File: src/hw/rtl/fdw_pkg.sv
package fdw_pkg;

    // Field store geometry
    localparam int MAX_WIDTH  = 64;
    localparam int MAX_HEIGHT = 64;
    localparam int CELL_BITS  = 16;

    localparam int X_W    = $clog2(MAX_WIDTH);
    localparam int Y_W    = $clog2(MAX_HEIGHT);
    localparam int ADDR_W = X_W + Y_W;

    // Register and field widths
    localparam int SIZE_W  = 7;
    localparam int STR_W   = 16;
    localparam int PH_W    = 3;
    localparam int VALUE_W = 16;
    localparam int IDX_W   = 3;
    localparam int DATA_W  = 16;

    // step = warp_strength / 125 as a reciprocal multiply, exact for 16-bit inputs
    localparam int STEP_DIV   = 125;
    localparam int STEP_SHIFT = 23;
    localparam int RECIP_W    = 17;
    localparam logic [RECIP_W-1:0] STEP_RECIP = RECIP_W'(((1 << STEP_SHIFT) / STEP_DIV) + 1);
    localparam int STEP_MAX   = ((1 << STR_W) - 1) / STEP_DIV;
    localparam int STEP_W     = $clog2(STEP_MAX + 1);
    localparam int PROD_W     = STR_W + RECIP_W;

    // Largest coordinate before the modulo: coordinate plus 7 * step
    localparam int DVD_MAX = ((MAX_WIDTH > MAX_HEIGHT) ? MAX_WIDTH : MAX_HEIGHT) - 1
                             + ((1 << PH_W) - 1) * STEP_MAX;
    localparam int DVD_W   = $clog2(DVD_MAX + 1);
    localparam int CNT_W   = $clog2(DVD_W);

    // Register indexes
    localparam logic [IDX_W-1:0] CFG_FIELD_WIDTH   = IDX_W'(0);
    localparam logic [IDX_W-1:0] CFG_FIELD_HEIGHT  = IDX_W'(1);
    localparam logic [IDX_W-1:0] CFG_WARP_STRENGTH = IDX_W'(2);
    localparam logic [IDX_W-1:0] CFG_PHASE_X       = IDX_W'(3);
    localparam logic [IDX_W-1:0] CFG_PHASE_Y       = IDX_W'(4);

    // Request and status codes
    localparam logic REQ_LOAD   = 1'b0;
    localparam logic REQ_WARP   = 1'b1;
    localparam logic STATUS_OK  = 1'b0;
    localparam logic STATUS_BAD = 1'b1;

    typedef struct packed {
        logic              busy;
        logic              done;
        logic [SIZE_W-1:0] rem;
    } remu_sts_t;

endpackage

File: src/hw/rtl/fdw_remu.sv
// Restoring remainder, one dividend bit per cycle.
module fdw_remu (
    input  logic                       aclk,
    input  logic                       aresetn,
    input  logic                       start,
    input  logic [fdw_pkg::DVD_W-1:0]  dividend,
    input  logic [fdw_pkg::SIZE_W-1:0] divisor,
    output fdw_pkg::remu_sts_t         sts
);

    logic                       busy_reg, busy_next;
    logic                       done_reg, done_next;
    logic [fdw_pkg::CNT_W-1:0]  cnt_reg, cnt_next;
    logic [fdw_pkg::DVD_W-1:0]  dvd_reg, dvd_next;
    logic [fdw_pkg::SIZE_W-1:0] dsr_reg, dsr_next;
    logic [fdw_pkg::SIZE_W-1:0] rem_reg, rem_next;
    logic [fdw_pkg::SIZE_W:0]   trial;

    assign trial = {rem_reg, dvd_reg[fdw_pkg::DVD_W-1]};

    always_comb begin
        busy_next = busy_reg;
        done_next = 1'b0;
        cnt_next  = cnt_reg;
        dvd_next  = dvd_reg;
        dsr_next  = dsr_reg;
        rem_next  = rem_reg;
        if (start) begin
            busy_next = 1'b1;
            cnt_next  = '0;
            dvd_next  = dividend;
            dsr_next  = divisor;
            rem_next  = '0;
        end else if (busy_reg) begin
            if (trial >= {1'b0, dsr_reg}) begin
                rem_next = fdw_pkg::SIZE_W'(trial - {1'b0, dsr_reg});
            end else begin
                rem_next = fdw_pkg::SIZE_W'(trial);
            end
            dvd_next = {dvd_reg[fdw_pkg::DVD_W-2:0], 1'b0};
            cnt_next = cnt_reg + 1'b1;
            if (cnt_reg == fdw_pkg::CNT_W'(fdw_pkg::DVD_W - 1)) begin
                busy_next = 1'b0;
                done_next = 1'b1;
            end
        end
    end

    always_ff @(posedge aclk) begin
        if (!aresetn) begin
            busy_reg <= 1'b0;
            done_reg <= 1'b0;
            cnt_reg  <= '0;
        end else begin
            busy_reg <= busy_next;
            done_reg <= done_next;
            cnt_reg  <= cnt_next;
        end
    end

    always_ff @(posedge aclk) begin
        dvd_reg <= dvd_next;
        dsr_reg <= dsr_next;
        rem_reg <= rem_next;
    end

    assign sts.busy = busy_reg;
    assign sts.done = done_reg;
    assign sts.rem  = rem_reg;

endmodule

File: config.mk
export PLATFORM = sky130hd
export DESIGN_NAME = fdw_remu
export DESIGN_NICKNAME = d
export VERILOG_FILES = /design/src/hw/rtl/fdw_pkg.sv /design/src/hw/rtl/fdw_remu.sv
export SDC_FILE = /design/constraint.sdc
export NUM_CORES = 1
export LEC_CHECK = 0
export ABC_AREA = 1
export BUFFER_PORTS_ARGS = -buffer_cell sky130_fd_sc_hd__buf_2
export CAP_MARGIN = 40
export CORE_UTILIZATION = 45
export CTS_CLUSTER_SIZE = 25
export DETAILED_ROUTE_END_ITERATION = 10
export PLACE_DENSITY_LB_ADDON = 0.25
export RECOVER_POWER = 50
export SLEW_MARGIN = 20
export SYNTH_ARGS = -nofsm -noshare
export SYNTH_HDL_FRONTEND = slang
export SYNTH_SLANG_ARGS = --single-unit
export TNS_END_PERCENT = 20
File: constraint.sdc
create_clock -name aclk -period 3.7 [get_ports aclk]
set_input_delay 0.555 -clock aclk [delete_from_list [all_inputs] [get_ports aclk]]
set_output_delay 0.555 -clock aclk [all_outputs]
set_load 0.01 [all_outputs]
==> summary.txt <==
Worst setup path
  – CP endpoint kind: flop
  – Critical Path AT: 2.01 ns
  – CP startpoint kind: input pin
  – CP Class: input pin to flop
  – Crit path buffers/inverters: 2
  – CP required: 3.65 ns
  – Crit-path max FO: 22
  – Worst path cell trace: clkbuf_1 -> nor2_1 -> inv_2
  – Crit-path slowest cell: clkbuf_1
  – Max incr delay on CP: 0.82 ns
  – Critical path's top delay family: buffers and inverters

Timing
  – Final period util: 55.8%
  – Worst Max-Slew Pin Slew: 1.14 ns
  – Clock skew: 0.00451 ns
  – Period minus WS final: 2.06 ns
  – Max frequency: 485 MHz
  – Final setup fails: 0
  – Worst setup margin: 1.64 ns
  – Setup TNS: 0 ns
  – Hold Vio Cnt, Final: 0
  – RSZ-0062 raised after global routing: no
  – Fin. max-slew vios: 0
  – Slew HR: 24.0%

Global route
  – Met1 Use GR: 24.1%
  – Busiest grt layer: met2
  – Initial antenna violation count: 0
  – Met2 GRT Util: 26.6%
  – Grt ovf: 0
  – GRT Util Overall: 17.9%
  – GR Layer Usage met3: 5.07%
  – Largest net degree at the start of global routing: 23
  – First-pass GRT wire length: 5.44 mm
  – Vias in the first global route: 1248

Clock network
  – Root buffer cell: clkbuf_8
  – CTS H-tree depth: 2
  – Clock latency on the worst-skew pair: 0.28 ns
  – Num CTS Buffers: 5
  – Maximum clock path buffer count: 2
  – Clock slew seen by the registers of the worst setup and hold paths: 0.06 ns
  – Post-CTS setup buffer count: 0
  – CTS Hold Bufs: 0
  – CTS Sinks: 32
  – TritonCTS clock tree: done
  – Post-CTS sizing: 0

Yosys
  – Sequential-to-total area share from yosys stat: 49.1%
  – Ys Warns: 0
  – Synth async-reset ratio: 0%
  – Top-count cell post-synth: nand2_1
  – Main flop type after synthesis: edfxtp_1
  – Avg Cell Area, Syn: 8.41 sq um
  – #FFs+latches synth: 32
  – Biggest area consumer among synthesized cells: edfxtp_1
  – Post-synth top area share: 33.8%
  – Yosys cell types: 30
  – Synth cell count leaders: 71 x nand2_1, 27 x inv_1, 19 x edfxtp_1
  – Synthesized area: 1690 sq um
  – Main area contributors after synthesis: edfxtp_1 34%, nand2_1 16%, dfxtp_1 15%
  – Syn nets: 232
  – Post-Syn Instances: 201
  – Post-synth EDFFs: 19

Die
  – # IOs: 31
  – Die Ht: 63.3 microns
  – Initial Util: 48.7%
  – FP Rows: 21
  – Total Die Area: 4010 sq um
  – Die Width: 63.3 microns
  – Core ar.: 3470 sq um

Cells and area
  – Fraction of layout cells with a size suffix above 1: 19.1%
  – Ant. Diodes: 0
  – Fillers: 355
  – Design Area, Final: 1960 sq um
  – Max reg flops: 12
  – # nets final: 265
  – Final core occ: 56.5%
  – Area Growth Syn to Fin: 16.0%

Place
  – DP Wirelength: 2.28 mm
  – Placer Congestion: 0.792
  – Port-buffer cells: 30
  – Dpl cell area: 1870 sq um
  – DP Worst Slack: 1.86 ns

Detailed routing
  – Initial drt markers: 56
  – DR vias: 1312
  – Post-DRT Antenna Nets: 0
  – # DRC: 0
  – Via density per instance: 4.67
  – DRT Pass-1 Iters: 4
  – Final wirelength: 3.11 mm
  – Per-cell routed wire length: 11.1 microns

Pwr
  – Total power: 840 uW
  – Leakage dissipation: 0.000989 uW
  – PwrDens: 428 nW/um^2
  – Peak supply drop: 216 uV

Run status
  – Status: completed

Flow run
  – Max-cap viol count: 0

Min path
  – Hold WC Path Type: input pin to flop
==> worst paths after layout <==
| kind | start | endpoint | slack (ns) | cells after the start |
|---|---|---|---|---|
| worst max-delay path | start | dvd_reg[6] | 1.64 | 3 |
| worst min-delay path | divisor[6] | dsr_reg[6] | 0.45 | 1 |
| worst min register to register | rem_reg[6] | rem_reg[6] | 0.50 | 2 |
| worst max register to register | dvd_reg[11] | rem_reg[5] | 1.82 | 14 |
==> cells in the final DEF, fill, tap and decap left out, types with 2 or more instances in the layout <==
cell       n
inv_2      4
o21ai_1    4
clkbuf_8   6
dfxtp_1   13
nand2_1   71
ha_1       8
a21oi_1    4
nand2_2    2
nor2_1     5
nand3_1   16
nand4_1    2
nor3_1     5
edfxtp_1  19
buf_2     27
clkbuf_1   5
nand2_4    2
inv_1     28
nand3b_1   2
==> where the power goes <==
part	total [uW]	leakage [uW]	internal [uW]	switching, uW
Clock	269	0.0000455	151	118
Sequential	422	0.000298	408	13.6
Combinational	149	0.000646	58.6	90.3
==> stage by stage <==
step                      std cells  hold slack (ns)
after floorplan                 201            0.471
after global placement          273            0.491
after detailed placement        273            0.492
after CTS                       281            0.436
after global routing            281            0.429
final                           281            0.447
==> metal layers <==
layer,wire length [microns],part of all wire (%)
met1,1560,50
met2,1360,44
met3,135,4.3
met4,57,1.8
met5,0,0
==> cells by family (layout without fill, tap and decap cells) <==
family | after synthesis | count (layout) | synth area share [%]
AND/OR/NAND/NOR | 110 | 110 | 29.8
buffers and inverters | 37 | 71 | 8.73
flip-flops | 32 | 32 | 49.1
AO/OA/AOI/OAI | 11 | 11 | 4.15
adder cells (fa/ha/maj) | 9 | 9 | 7.11
XOR/XNOR | 2 | 2 | 1.04
==> worst register-to-register path: stages, from the launching register on <==
cell	delay (ns)
edfxtp_1	0.35
inv_1	0.08
ha_1	0.16
inv_2	0.05
fa_1	0.40
nand2_1	0.08
nand2_1	0.08
nand2_2	0.09
nand2_2	0.06
nand2_4	0.11
nand3_1	0.08
nand2_1	0.07
inv_1	0.04
nand2_1	0.06
nand2_1	0.05
==> layout make-up <==
class                      instances  area [sq um]  share of cell area (%)
sequential                        32           831                    42.4
multi-input combinational        132           712                    36.3
timing repair buffer              30           146                    7.47
inverter                          33           124                    6.32
clock buffer                       8          90.1                    4.59
tap                               46          57.6                    2.94
Note: power is estimated with default switching activity, not from simulation.
